`src/rtl/sc1kd_pkg.sv`:
```
`default_nettype none

package sc1kd_pkg;

	// Scancode set 1 framing constants
	localparam logic [7:0] PREFIX_BYTE = 8'hE0;
	localparam int         BREAK_BIT   = 7;

	// Extended cursor key codes
	localparam logic [7:0] KEY_LEFT  = 8'hFA;
	localparam logic [7:0] KEY_RIGHT = 8'hFB;
	localparam logic [7:0] KEY_HOME  = 8'hFC;
	localparam logic [7:0] KEY_UP    = 8'hFD;
	localparam logic [7:0] KEY_DOWN  = 8'hFE;

	// Make codes (low seven bits) of the cursor keys
	localparam logic [6:0] SC_HOME  = 7'h47;
	localparam logic [6:0] SC_UP    = 7'h48;
	localparam logic [6:0] SC_LEFT  = 7'h4B;
	localparam logic [6:0] SC_RIGHT = 7'h4D;
	localparam logic [6:0] SC_DOWN  = 7'h50;

	// Decoded item carried from the input stage to the result register
	typedef struct packed {
		logic       emit;
		logic [7:0] code;
		logic       press;
	} sc1kd_evt_t;

	// Cursor key translation after the extended prefix; zero means no event
	function automatic logic [7:0] cursor_code(input logic [6:0] low7);
		logic [7:0] c;
		case (low7)
			SC_LEFT:  c = KEY_LEFT;
			SC_RIGHT: c = KEY_RIGHT;
			SC_HOME:  c = KEY_HOME;
			SC_UP:    c = KEY_UP;
			SC_DOWN:  c = KEY_DOWN;
			default:  c = 8'h00;
		endcase
		return c;
	endfunction

	// Normal key table; zero means unmapped
	function automatic logic [7:0] key_table(input logic [6:0] low7);
		logic [7:0] c;
		case (low7)
			7'h01: c = 8'h01;
			7'h02: c = "1";
			7'h03: c = "2";
			7'h04: c = "3";
			7'h05: c = "4";
			7'h06: c = "5";
			7'h07: c = "6";
			7'h08: c = "7";
			7'h09: c = "8";
			7'h0A: c = "9";
			7'h0B: c = "0";
			7'h0C: c = "-";
			7'h0D: c = "=";
			7'h0E: c = 8'h0E;
			7'h0F: c = 8'h0F;
			7'h10: c = "Q";
			7'h11: c = "W";
			7'h12: c = "E";
			7'h13: c = "R";
			7'h14: c = "T";
			7'h15: c = "Y";
			7'h16: c = "U";
			7'h17: c = "I";
			7'h18: c = "O";
			7'h19: c = "P";
			7'h1A: c = "[";
			7'h1B: c = "]";
			7'h1C: c = 8'h0A;
			7'h1D: c = 8'h1D;
			7'h1E: c = "A";
			7'h1F: c = "S";
			7'h20: c = "D";
			7'h21: c = "F";
			7'h22: c = "G";
			7'h23: c = "H";
			7'h24: c = "J";
			7'h25: c = "K";
			7'h26: c = "L";
			7'h27: c = ";";
			7'h28: c = 8'h27;
			7'h29: c = 8'h60;
			7'h2A: c = 8'h2A;
			7'h2B: c = 8'h2B;
			7'h2C: c = "Z";
			7'h2D: c = "X";
			7'h2E: c = "C";
			7'h2F: c = "V";
			7'h30: c = "B";
			7'h31: c = "N";
			7'h32: c = "M";
			7'h33: c = ",";
			7'h34: c = ".";
			7'h35: c = "/";
			7'h36: c = 8'h2A;
			7'h37: c = "*";
			7'h38: c = 8'hFF;
			7'h39: c = " ";
			7'h3B: c = 8'hF1;
			7'h3C: c = 8'hF2;
			7'h3D: c = 8'hF3;
			7'h3E: c = 8'hF4;
			7'h3F: c = 8'hF5;
			7'h40: c = 8'hF6;
			7'h41: c = 8'hF7;
			7'h42: c = 8'hF8;
			7'h43: c = 8'h02;
			7'h44: c = 8'h03;
			7'h45: c = 8'h91;
			7'h46: c = 8'h90;
			7'h47: c = KEY_HOME;
			7'h48: c = KEY_UP;
			7'h4B: c = KEY_LEFT;
			7'h4D: c = KEY_RIGHT;
			7'h50: c = KEY_DOWN;
			7'h58: c = 8'h04;
			default: c = 8'h00;
		endcase
		return c;
	endfunction

endpackage

`default_nettype wire

```
`src/rtl/scancode_set1_key_decoder_top.sv`:
```
`default_nettype none

// Scancode set 1 key decoder: takes one raw keyboard byte per transfer on the
// input channel and gives at most one key event (key_code, is_press) on the
// output channel. Byte 0xE0 arms the extended prefix; the byte after it yields
// a cursor key (0xFA..0xFE) or nothing. Other bytes go through the fixed key
// table, bit 7 marking a release; unmapped bytes yield nothing. With
// events_enabled low (written through the cfg channel, reset value 1) every
// byte is dropped and the prefix is cleared. A byte is registered in an input
// stage and decoded from there into the result register, so the block takes
// one byte every cycle; out_valid rises from the result register once the byte
// has passed the input stage, and only a stalled result register, while the byte
// in the input stage yields an event, stops the flow. cfg_ready is always high.
module scancode_set1_key_decoder_top
	import sc1kd_pkg::*;
(
	input  wire logic       clk,
	input  wire logic       arst_n,

	input  wire logic       in_valid,
	output logic            in_ready,
	input  wire logic [7:0] scan_byte,

	output logic            out_valid,
	input  wire logic       out_ready,
	output logic [7:0]      key_code,
	output logic            is_press,

	input  wire logic       cfg_valid,
	output logic            cfg_ready,
	input  wire logic       cfg_data
);

	logic       events_en_q;
	logic       pend_q;
	logic       valid_s1;
	logic [7:0] byte_s1;
	logic       out_valid_q;
	logic [7:0] code_q;
	logic       press_q;

	sc1kd_evt_t evt;
	logic       pend_d;
	logic       adv_s1;

	// Config register
	assign cfg_ready = 1'b1;

	always_ff @(posedge clk or negedge arst_n) begin
		if (!arst_n) begin
			events_en_q <= 1'b1;
		end else if (cfg_valid && cfg_ready) begin
			events_en_q <= cfg_data;
		end
	end

	// Decode of the byte in the input stage
	always_comb begin
		evt.emit  = 1'b0;
		evt.code  = 8'h00;
		evt.press = ~byte_s1[BREAK_BIT];
		pend_d    = pend_q;
		if (!events_en_q) begin
			pend_d = 1'b0;
		end else if (pend_q) begin
			pend_d   = 1'b0;
			evt.code = cursor_code(byte_s1[6:0]);
			evt.emit = (evt.code != 8'h00);
		end else if (byte_s1 == PREFIX_BYTE) begin
			pend_d = 1'b1;
		end else begin
			evt.code = key_table(byte_s1[6:0]);
			evt.emit = (evt.code != 8'h00);
		end
	end

	// Stage advances when its event can land in the result register
	assign adv_s1   = valid_s1 && (!evt.emit || !out_valid_q || out_ready);
	assign in_ready = !valid_s1 || adv_s1;

	// Input stage and prefix flag
	always_ff @(posedge clk or negedge arst_n) begin
		if (!arst_n) begin
			valid_s1 <= 1'b0;
			pend_q   <= 1'b0;
		end else begin
			if (adv_s1) begin
				pend_q <= pend_d;
			end
			if (in_ready) begin
				valid_s1 <= in_valid;
			end
		end
	end

	always_ff @(posedge clk) begin
		if (in_valid && in_ready) begin
			byte_s1 <= scan_byte;
		end
	end

	// Result register
	always_ff @(posedge clk or negedge arst_n) begin
		if (!arst_n) begin
			out_valid_q <= 1'b0;
		end else if (adv_s1 && evt.emit) begin
			out_valid_q <= 1'b1;
		end else if (out_ready) begin
			out_valid_q <= 1'b0;
		end
	end

	always_ff @(posedge clk) begin
		if (adv_s1 && evt.emit) begin
			code_q  <= evt.code;
			press_q <= evt.press;
		end
	end

	assign out_valid = out_valid_q;
	assign key_code  = code_q;
	assign is_press  = press_q;

	// Checks
	a_code_nonzero: assert property (@(posedge clk) disable iff (!arst_n)
		out_valid_q |-> key_code != 8'h00)
		else $error("result with zero key code");

	a_prefix_arms: assert property (@(posedge clk) disable iff (!arst_n)
		adv_s1 && events_en_q && !pend_q && byte_s1 == PREFIX_BYTE |=> pend_q)
		else $error("prefix byte did not arm extended flag");

	a_prefix_once: assert property (@(posedge clk) disable iff (!arst_n)
		adv_s1 && pend_q |=> !pend_q)
		else $error("extended flag survived the byte after prefix");

	a_disabled_clears: assert property (@(posedge clk) disable iff (!arst_n)
		adv_s1 && !events_en_q |=> !pend_q && !$rose(out_valid_q))
		else $error("byte not dropped while events disabled");

	a_emit_lands: assert property (@(posedge clk) disable iff (!arst_n)
		adv_s1 && evt.emit |=> out_valid_q)
		else $error("decoded event lost");

endmodule

`default_nettype wire
```
`config.mk`:
```
export PLATFORM = sky130hd
export DESIGN_NAME = scancode_set1_key_decoder_top
export DESIGN_NICKNAME = d
export VERILOG_FILES = /design/src/rtl/sc1kd_pkg.sv /design/src/rtl/scancode_set1_key_decoder_top.sv
export SDC_FILE = /design/constraint.sdc
export NUM_CORES = 1
export LEC_CHECK = 0
export BUFFER_PORTS_ARGS = -buffer_cell sky130_fd_sc_hd__buf_2
export CORE_UTILIZATION = 45
export CTS_BUF_LIST = sky130_fd_sc_hd__clkbuf_8
export DETAILED_ROUTE_END_ITERATION = 8
export HOLD_SLACK_MARGIN = 0.08
export PLACE_DENSITY_LB_ADDON = 0.1
export SLEW_MARGIN = 30
export SYNTH_ARGS = -nofsm -noshare
export SYNTH_HDL_FRONTEND = slang
export SYNTH_SLANG_ARGS = --single-unit
```
`constraint.sdc`:
```
create_clock -name clk -period 12 [get_ports clk]
set_input_delay 1.2 -clock clk [delete_from_list [all_inputs] [get_ports clk]]
set_output_delay 1.2 -clock clk [all_outputs]
set_load 0.02 [all_outputs]
```
### Yosys cells after proc, flatten, opt, wreduce, memory -nomap -nowiden

Memory sizes are Yosys's and may differ from the RTL's. A register that Yosys moved wholly into a read port is not among the register bits.
Index checks and enable logic that the tools add are counted.

| word-level totals | value |
|---|---|
| bits in latches | 0 |
| memory bits (writable) | 0 |
| memories | 1 |
| register bits after elaboration | 21 |
| ROM bits | 1024 |
| output and inout bits | 12 |
| bits of input ports | 14 |
| word-level logic and storage cells | 42 |

Memory list:

| name | words | bits a word | read ports | clocked after memory_dff | write ports | line | RTL |
|---|---|---|---|---|---|---|---|
| (name not given) | 128 | 8 | 1 | 1 | 0 | sc1kd_pkg.sv:47 | `case (low7)` |

| cells by class | value |
|---|---|
| multiply operators | 0 |
| div/mod/pow operators | 0 |
| bitwise logic cells | 1 |
| shifts and indexed selects | 0 |
| $lt $le $gt $ge | 0 |
| $add $sub $neg | 0 |
| eq/ne operators | 6 |
| reductions and logical operators | 12 |
| mux-type cells | 15 |

Operators with widths:

| operator | count |
|---|---|
| $mux W8 | 5 |
| $pmux W8 S5 | 1 |
| $eq A7 B7 Y1 const B | 5 |
| $mux W9 | 3 |
| $reduce_bool A8 Y1 | 2 |
| $eq A8 B8 Y1 const B | 1 |
| $mux W7 | 1 |
| $mux W1 | 5 |
| $logic_and A1 B1 Y1 | 3 |
| $logic_not A1 Y1 | 3 |
| $logic_or A1 B1 Y1 | 3 |
| $reduce_bool A2 Y1 | 1 |
| $not A1 Y1 | 1 |

### Depth between registers and ports, before layout

Gate-level depths: netlist of run 1.

| logic depth | value |
|---|---|
| depth after elaboration | 15 |
| mapped depth | 16 |
| gate-level depth less buffers | 13 |

### Worst setup path after synthesis of run 1

Ideal clock, no wire load.

| timing | value |
|---|---|
| kind | input-to-reg |
| start | input in_valid |
| end | register with a tool-made name |
| data arrival time | 3.898 ns |
| path slack | 7.967 ns |
| setup time | 0.135 ns |
| buffers on the path | 3 |
| stages | 14 |
| data required time | 11.865 ns |
| path through | clkbuf_1 > nand2_1 > o21a_1 > buf_6 > inv_4 > buf_6 > mux2i_1 > inv_1 > ha_1 > nor2_1 > mux2_1 > o31a_1 > a311oi_1 > o211ai_1 |

RTL lines:

| item | line | RTL |
|---|---|---|
| from (decl) | scancode_set1_key_decoder_top.sv:20 | `input wire logic in_valid,` |

==> impl_metrics.ini, run 1 <==
[global_routing]
grt_max_degree = 30
grt_pass1_vias = 2493
track_usage_pct = 26.4
grt_util_met2_pct = 41.6
busiest_layer = met2
grt_pass1_wl_mm = 13.2
antenna_found_initial = 0
globalRouteMet1Util_pct = 34.9
grt_overflow = 0
grtUsageMet3_pct = 4.27

[detailed_routing]
drt_first_pass_iters = 5
via_per_inst = 6.69
wl_per_cell_um = 19.6
postRouteAntennaNets = 0
routed-via-count = 2802
first_iter_violations = 251
wirelength_mm = 8.23
drc_errors = 0

[synthesis]
yosys_warnings = 0
ys.flop_type = edfxtp_1
synth.avg_cell_area_um2 = 8.47
synth.net_count = 360
ys_seq_area_share_pct = 27.3
synthArstFlopShare_pct = 13.8
synth-edff-count = 17
synth_area_mm2 = 0.00283
ys_types = 76
synth-seq-cells = 29
synthCells = 334

[layout]
nNetsFinal = 369
final_area_mm2 = 0.00305
syn_to_final_growth_pct = 7.88
fin_util_pct = 50.9
drive_above_1_share_pct = 16.3
diodes = 0

[power]
vdd_drop_max_v = 0.0000733
p_leak_nw = 1.24
p_per_area_mw_per_mm2 = 141

[clocking]
cts_sinks = 29
cts_made_buffers = 5
cts.clk_slew.worst_paths_ns = 0.07
root_buffer = clkbuf_8
h-tree-depth = 2
cts_tree = done
cts.path.max_buffers = 2
cts_hold_buf = 0
cts_setup_buffers = 0
cts_resized = 0
clock_latency_ns = 0.28

[placed_design]
hpwl_mm = 6.06
placed_area_mm2 = 0.00291
port_buffers = 24
pre_cts_ws_ns = 6.79
globalplace.congestion = 0.913

[timing]
slew_headroom_pct = 33.7
worstMarginPinSlew_ns = 0.989
hold_viol = 0
fin_setup_tns_ns = 0
fin_ws_ns = 6.74
setup_viol = 0
fin_skew_ns = 0.0110
period_share_pct = 43.9
timing.final.max_slew_violations = 0
rsz0062_at_grt = false
period_needed_ns = 5.26
max_freq_ghz = 0.190

[run]
drv_cap = 0

[setup_path]
critPathLaunchType = flop
worstSetupStartpoint = byte_s1[3]
rr_startpoint = byte_s1[3]
cp_max_fo = 29
crit_path_end_kind = flop
arrival_ns = 5.41
crit_required_ns = 12.15
crit_type = flop to flop

[floorplan]
die-height_um = 81.3
core_area_mm2 = 0.00599
pin_count = 26
die_x_um = 81.3
dieArea_mm2 = 0.00660
rows = 28
initial_core_util_pct = 47.2

[run_status]
status = complete, no violations

[min_path]
hold_path_class = flop to flop
-- metal layers --
metal	part of all wire, %	up-vias
met5	0	-
met1	42	1297
li1	-	1289
met2	45	186
met4	4.2	0
met3	8.6	30
-- worst paths after layout --
kind / to / slack [ns] / cells after the start
max in group asynchronous: events_en_q / 11.08 / 1
worst min register to register: key_code[5] / 0.54 / 1
worst max-delay path: flop / 6.74 / 13
worst max register to register: flop / 6.74 / 13
worst min-delay path: key_code[5] / 0.54 / 1
min in group asynchronous: valid_s1 / 0.71 / 1
-- critical path, cell delays in order (launching register included) --
cell      delay [ns]
edfxtp_1        0.73
nor4bb_1        0.50
nand3_1         0.40
nand2_1         0.20
o21a_1          0.61
inv_4           0.32
mux2i_1         0.59
inv_1           0.27
ha_1            0.46
nor2_1          0.07
mux2_1          0.30
o31a_1          0.26
a311oi_1        0.26
o211ai_1        0.14
-- synthesized netlist by cell type, types with 10 or more instances --
| library cell | count | share of area, % |
|---|---|---|
| nand2_1 | 33 | 4.4 |
| nor2_1 | 22 | 2.9 |
| a21oi_1 | 16 | 2.8 |
| mux2i_1 | 10 | 3.5 |
| ha_1 | 12 | 5.3 |
| edfxtp_1 | 17 | 18 |
| inv_1 | 14 | 1.9 |
| nor3_1 | 10 | 1.8 |
| o21ai_0 | 15 | 2.7 |
| nand3_1 | 21 | 3.7 |
-- cells in the final DEF, fill, tap and decap left out, types with 12 or more instances in the layout --
master | synthesis | routed
nor2_1 | 22 | 22
edfxtp_1 | 17 | 17
inv_1 | 14 | 14
a21oi_1 | 16 | 15
ha_1 | 12 | 12
o21ai_0 | 15 | 15
nand3_1 | 21 | 21
buf_2 | 7 | 24
nand2_1 | 33 | 33
-- where the power goes --
part	total [W]	internal [W]	switching, W
clock	0.000120	0.0000824	0.0000372
combinational	0.000169	0.0000599	0.000109
sequential	0.000141	0.000125	0.0000161
total	0.000429	0.000267	0.000162
-- area by class of cell --
type / count / area, um2
clock buffers: 5 / 68.8
clock inverters: 3 / 65.1
fillers: 554 / 2940
inverters: 16 / 62.6
multi-input cells: 267 / 1870
flip-flops and latches: 29 / 772
well taps: 75 / 93.8
repair buffers: 24 / 120
-- per-stage QoR --
| stage | cells | hold slack [ns] | power, W |
|---|---|---|---|
| after floorplan | 334 | 0.485 | 0.000268 |
| after global routing | 419 | 0.551 | 0.000452 |
| after CTS | 419 | 0.540 | 0.000426 |
| final | 419 | 0.542 | 0.000429 |
| after detailed placement | 411 | 0.526 | 0.000305 |
| after global placement | 411 | 0.529 | 0.000308 |
-- cell families (layout without fill, tap and decap cells) --
logic type	Yosys count	after routing	share of synthesized area [%]
flip-flops	29	29	27.3
other	1	1	0.133
AND/OR/NAND/NOR	131	131	24.6
buffers and inverters	38	48	6.77
adder cells (fa/ha/maj)	12	12	5.31
AO/OA/AOI/OAI	102	102	27.7
multiplexers	17	17	6.90
XOR/XNOR	4	4	1.24
Note: power is estimated with default switching activity, not from simulation.
==> run 2, diff against run 1 <==
clock period = 5.3 ns   (was 12 ns; I/O delays follow)
==> run 2 against run 1 <==
Register-to-register slack got worse by 5.8 ns. Die area is the same. First-iteration DRC count is 15% higher. Worst setup slack worse by 5.8 ns. Clock skew fell by 0.0072 ns. Sequential share of layout area rose by 0.083 points. Non-clock buffer count grew 4. Count of clock-buffer cells in the layout did not move. Utilization is 0.17 points lower. Fmax rose by 22%. Global-route usage rose by 1.6 points.
==> impl_metrics.ini, run 2 (same netlist as run 1, synthesis figures left out) <==
[run_status]
status = complete, no violations

[global_routing]
track_usage_pct = 28.0
grt_pass1_wl_mm = 13.6
grt_pass1_vias = 2480
grt_overflow = 0
antenna_found_initial = 0
grt_max_degree = 30

[run]
drv_cap = 0

[clocking]
h-tree-depth = 2
cts_resized = 0
cts_made_buffers = 5
cts.path.max_buffers = 2
cts_sinks = 29
root_buffer = clkbuf_8
cts_setup_buffers = 0
cts.clk_slew.worst_paths_ns = 0.07
cts_tree = done
clock_latency_ns = 0.28

[layout]
diodes = 0
fin_cells = 423
seqCellArea_um2 = 772
nNetsFinal = 373
most-common-layout-cells = 33 x nand2_1, 24 x buf_2, 22 x nor2_1
layout_commonest_cell = nand2_1
nFillCells = 576
syn_to_final_growth_pct = 7.52
multi_input_comb_area_mm2 = 0.00187
drive_above_1_share_pct = 16.7

[detailed_routing]
routed-via-count = 2805
wirelength_mm = 8.78
postRouteAntennaNets = 0
drc_errors = 0
via_per_inst = 6.63
wl_per_cell_um = 20.8
first_iter_violations = 288
drt_first_pass_iters = 5

[setup_path]
crit_path_end_kind = flop
crit_type = flop to flop
arrival_ns = 4.51
reg2reg_depth = 13
crit_required_ns = 5.49
cp_max_fo = 29
r2r_slack_ns = 0.98
critPathLaunchType = flop

[timing]
slew_headroom_pct = 47.2
worstMarginPinSlew_ns = 0.789
rsz0062_at_grt = false
fin_setup_tns_ns = 0
period_needed_ns = 4.32
fin_skew_ns = 0.00383
timing.final.max_slew_violations = 0
period_share_pct = 81.5
hold_viol = 0
max_freq_ghz = 0.231
fin_hold_ws_ns = 0.433
setup_viol = 0

[power]
power.total_w = 0.000895
p_per_area_mw_per_mm2 = 294
vdd_drop_max_v = 0.000133
p_leak_nw = 1.24

[placed_design]
globalplace.congestion = 0.882
hpwl_mm = 6.48
port_buffers = 24
dp.cells = 414

[floorplan]
dieArea_mm2 = 0.00660
die_x_um = 81.3
die-height_um = 81.3
rows = 28
pin_count = 26
initial_core_util_pct = 47.2
core_area_mm2 = 0.00599

[min_path]
hold_depth = 1
hold_path_class = input port to flop
run 2: changes by cell type in the layout (fill, tap and decap cells not counted):
| cell | before | now |
|---|---|---|
| o31ai_4 | 0 | 1 |
| o31ai_2 | 1 | 0 |
| dlygate4sd3_1 | 0 | 1 |
| a21oi_1 | 15 | 16 |
| a21oi_2 | 2 | 1 |
| bufinv_16 | 2 | 0 |
| clkinvlp_4 | 0 | 1 |
| clkinv_2 | 1 | 2 |
| buf_4 | 0 | 3 |
run 2: stage by stage:
stage	area [um2]	setup WS [ns]	utilization, %
after global routing	3040	0.733	50.8
after floorplan	2830	1.42	-
after CTS	3040	1.08	50.8
final	3040	0.978	50.8
after detailed placement	2940	1.12	49.1
after global placement	2940	1.15	49.0
run 2: repair_timing:
action                     CTS  global route
hold endpoints to repair     3             0
hold buffers                 1             0
setup endpoints to repair    0             0
run 2: path summary, 6_finish.rpt:
check,start,end
worst min-delay path,scan_byte[7],byte_s1[7]
max in group asynchronous,arst_n,events_en_q
min in group asynchronous,arst_n,valid_s1
worst min register to register,byte_s1[7],is_press
worst max-delay path,byte_s1[3],flop
worst max register to register,byte_s1[3],flop
run 2: power breakdown:
group / switching [W] / internal (W)
Clock: 0.0000906 / 0.0000905
Sequential: 0.0000382 / 0.000282
Combinational: 0.000253 / 0.000141
Total: 0.000381 / 0.000513
run 2: cell type report:
cell class | instances | share of cell area, %
Clock inverter | 3 | 0.576
Clock buffer | 5 | 2.26
Multi-Input combinational cell | 267 | 61.6
Sequential cell | 29 | 25.4
Inverter | 16 | 2.06
Tap cell | 75 | 3.09
Timing Repair Buffer | 28 | 5.02
run 2: routing by layer:
layer  part of all wire, %  up-vias  wire length, um  track usage [%]
li1                      -     1299                -                -
met1                    42     1313             3670             37.4
met2                    46      169             4080             44.1
met3                   8.8       24              771             4.38
met4                   3.0        0              259             12.3
met5                     0        -                0                0
run 2: worst max-delay path, stage by stage (launching register included):
cell and delay [ns]:
edfxtp_1 0.72, nor2b_1 0.19, a311o_1 0.47, a22o_1 0.26
o21a_1 0.23, inv_4 0.30, mux2i_4 0.41, inv_1 0.15
ha_1 0.40, inv_1 0.13, o21ai_0 0.19, a211oi_1 0.38
nor4_1 0.13, o32ai_1 0.26
==> run 3, diff against run 2 <==
ABC_AREA = 1   (was not set)
clock period = 4.4 ns   (was 5.3 ns; I/O delays follow)
==> run 3 against run 2 <==
Sequential share of layout area rose by 4.0 points. Critical path type unchanged. Die area fell by 14%. Sequential cell count did not move. Cell area fell by 14%.
==> impl_metrics.ini, run 3 <==
[clocking]
cts.path.max_buffers = 2
cts_sinks = 29
cts_resized = 0
root_buffer = clkbuf_8
cts_tree = done
clock_latency_ns = 0.27
cts_hold_buf = 1
cts.clk_slew.worst_paths_ns = 0.06
cts_setup_buffers = 0
h-tree-depth = 2
cts_made_buffers = 5

[power]
p_int_w = 0.000515
p_leak_nw = 1.40
power.total_w = 0.000815
p_per_area_mw_per_mm2 = 311
vdd_drop_max_v = 0.000131
p_comb_share_pct = 33.3
p_seq_share_pct = 41.2
p_clk_share_pct = 25.5
p_sw_share_pct = 36.8
switchingPower_w = 0.000300

[timing]
setup_viol = 0
rsz0062_at_grt = false
fin_hold_ws_ns = 0.341
fin_setup_tns_ns = 0
fin_skew_ns = 0.00525
fin_ws_ns = 1.20
period_needed_ns = 3.20
hold_viol = 0
period_share_pct = 72.7
max_freq_ghz = 0.313
slew_headroom_pct = 54.5
worstMarginPinSlew_ns = 0.682
timing.final.max_slew_violations = 0

[layout]
diodes = 0
seqCellArea_um2 = 772
nFillCells = 553
nNetsFinal = 407
fin_util_pct = 51.0
multi_input_comb_area_mm2 = 0.00143
layout_commonest_cell = nand2_1
drive_above_1_share_pct = 16.0
syn_to_final_growth_pct = 8.55
most-common-layout-cells = 151 x nand2_1, 62 x nand3_1, 27 x inv_1

[setup_path]
critPathMostFrequentCell = nand2_1
cp_top_family = simple AND/OR/NAND/NOR gates
slowest_delay_ns = 0.43
cp_num_buf_inv = 1
crit_type = flop to flop
arrival_ns = 3.37
crit_path_cell_trace = nand2_1 > nor3_1 > nand2_1 > nand2_1 > nand2_1 > nand3_4 > nand3_4 > nand2_4 > nand2_1 > nand2_1 > inv_1 > ha_1 > nand3_1 > nand2_1 > nand2_1 > nand2_1 > nand2_1 > nand2_1 > nand2_1 > nand2_1 > nand2_1
cpMaxStageDelayCell = edfxtp_1
critPathLaunchType = flop
crit_required_ns = 4.57
cp_max_fo = 15
crit_path_end_kind = flop

[synthesis]
ys.flop_type = edfxtp_1
synth_area_leaders = nand2_1 23%, edfxtp_1 21%, nand3_1 13%, dfxtp_1 6.6%, ha_1 6.2%
synth-seq-cells = 29
synth_top_area_share_pct = 23.5
synth.avg_cell_area_um2 = 6.71
synth-edff-count = 17
synth.net_count = 386
ys_types = 32
synth_common_cells = 151 x nand2_1, 62 x nand3_1, 27 x inv_1
ys_seq_area_share_pct = 32.0
synthArstFlopShare_pct = 13.8
yosys_warnings = 0
synthCells = 360
synth_most_common_cell = nand2_1
synth_area_mm2 = 0.00242
yosys.area.top_type = nand2_1

[floorplan]
core_area_mm2 = 0.00514
pin_count = 26
die_x_um = 75.3
initial_core_util_pct = 47.0
dieArea_mm2 = 0.00567
rows = 26
die-height_um = 75.3

[placed_design]
hpwl_mm = 4.46
pre_cts_ws_ns = 1.25
globalplace.congestion = 0.954
port_buffers = 24

[detailed_routing]
postRouteAntennaNets = 0
drc_errors = 0
via_per_inst = 5.15
first_iter_violations = 135
routed-via-count = 2330
drt_first_pass_iters = 4
wl_per_cell_um = 12.7
wirelength_mm = 5.76

[global_routing]
grt_pass1_wl_mm = 9.51
grt_max_degree = 28
antenna_found_initial = 0
track_usage_pct = 22.5
grt_pass1_vias = 2064
grt_overflow = 0

[min_path]
hold_path_class = input port to flop

[run_status]
status = complete, no violations

[run]
drv_cap = 0
==> run 3: changes by cell type after synthesis, sizes merged, moves of 13 or more <==
cell and delta:
nand3 +44, nand2 +127, inv +16, a21oi -13
mux2i -13
==> run 3: cell type report <==
class / count / area share, %
Inverter: 32 / 4.68
Clock buffer: 5 / 2.62
Timing Repair Buffer: 25 / 4.96
Tap cell: 70 / 3.34
Clock inverter: 3 / 0.620
Sequential cell: 29 / 29.4
Multi-Input combinational cell: 288 / 54.3
==> run 3: cell families (layout without fill, tap and decap cells) <==
logic type,after synthesis,in the layout,share of synthesized area (%)
and+or+nand+nor,258,258,48.4
buffers and inverters,43,65,9.06
DFF,29,29,32.0
AOI/OAI and AO/OA,17,17,4.19
adders and majority gates,12,12,6.21
other,1,1,0.155
==> run 3: final timing paths <==
check | cells past startpoint | start | endpoint | slack, ns
setup / recovery | 21 | byte_s1[2] | flop | 1.20
hold / removal | 2 | cfg_valid | events_en_q | 0.34
setup reg to reg | 21 | byte_s1[2] | flop | 1.20
hold reg to reg | 2 | events_en_q | events_en_q | 0.52
max in group asynchronous | 2 | arst_n | events_en_q | 3.69
min in group asynchronous | 2 | arst_n | out_valid | 0.50
==> run 3: power groups by stage <==
stage / Combinational (W) / Sequential, W / Clock, W
5_1_grt: 0.000306 / 0.000340 / 0.000227
6_report: 0.000272 / 0.000336 / 0.000208
2_1_floorplan: 0.000204 / 0.000349 / 0
4_1_cts: 0.000269 / 0.000336 / 0.000213
3_5_place_dp: 0.000267 / 0.000341 / 0
3_3_place_gp: 0.000269 / 0.000341 / 0
==> run 3: metrics by stage <==
| step | area [um2] | instances |
|---|---|---|
| CTS | 2620 | 452 |
| detailed placement | 2530 | 443 |
| finish | 2620 | 452 |
| global placement | 2530 | 443 |
| global route | 2620 | 452 |
| floorplan | 2420 | 360 |
==> run 3: worst reg2reg max path, cell delays in order (launching register included) <==
cell	delay, ns
edfxtp_1	0.43
nand2_1	0.07
nor3_1	0.24
nand2_1	0.11
nand2_1	0.10
nand2_1	0.10
nand3_4	0.12
nand3_4	0.14
nand2_4	0.20
nand2_1	0.07
nand2_1	0.23
inv_1	0.21
ha_1	0.33
nand3_1	0.17
nand2_1	0.16
nand2_1	0.07
nand2_1	0.06
nand2_1	0.07
nand2_1	0.06
nand2_1	0.05
nand2_1	0.06
nand2_1	0.05
==> run 3: metal layers <==
layer | vias up | wire, um | GRT usage (%)
met5 | - | 0 | 0
met4 | 0 | 209 | 12.6
met3 | 16 | 399 | 3.88
met2 | 113 | 2630 | 36.4
met1 | 1005 | 2520 | 28.5
li1 | 1196 | - | -
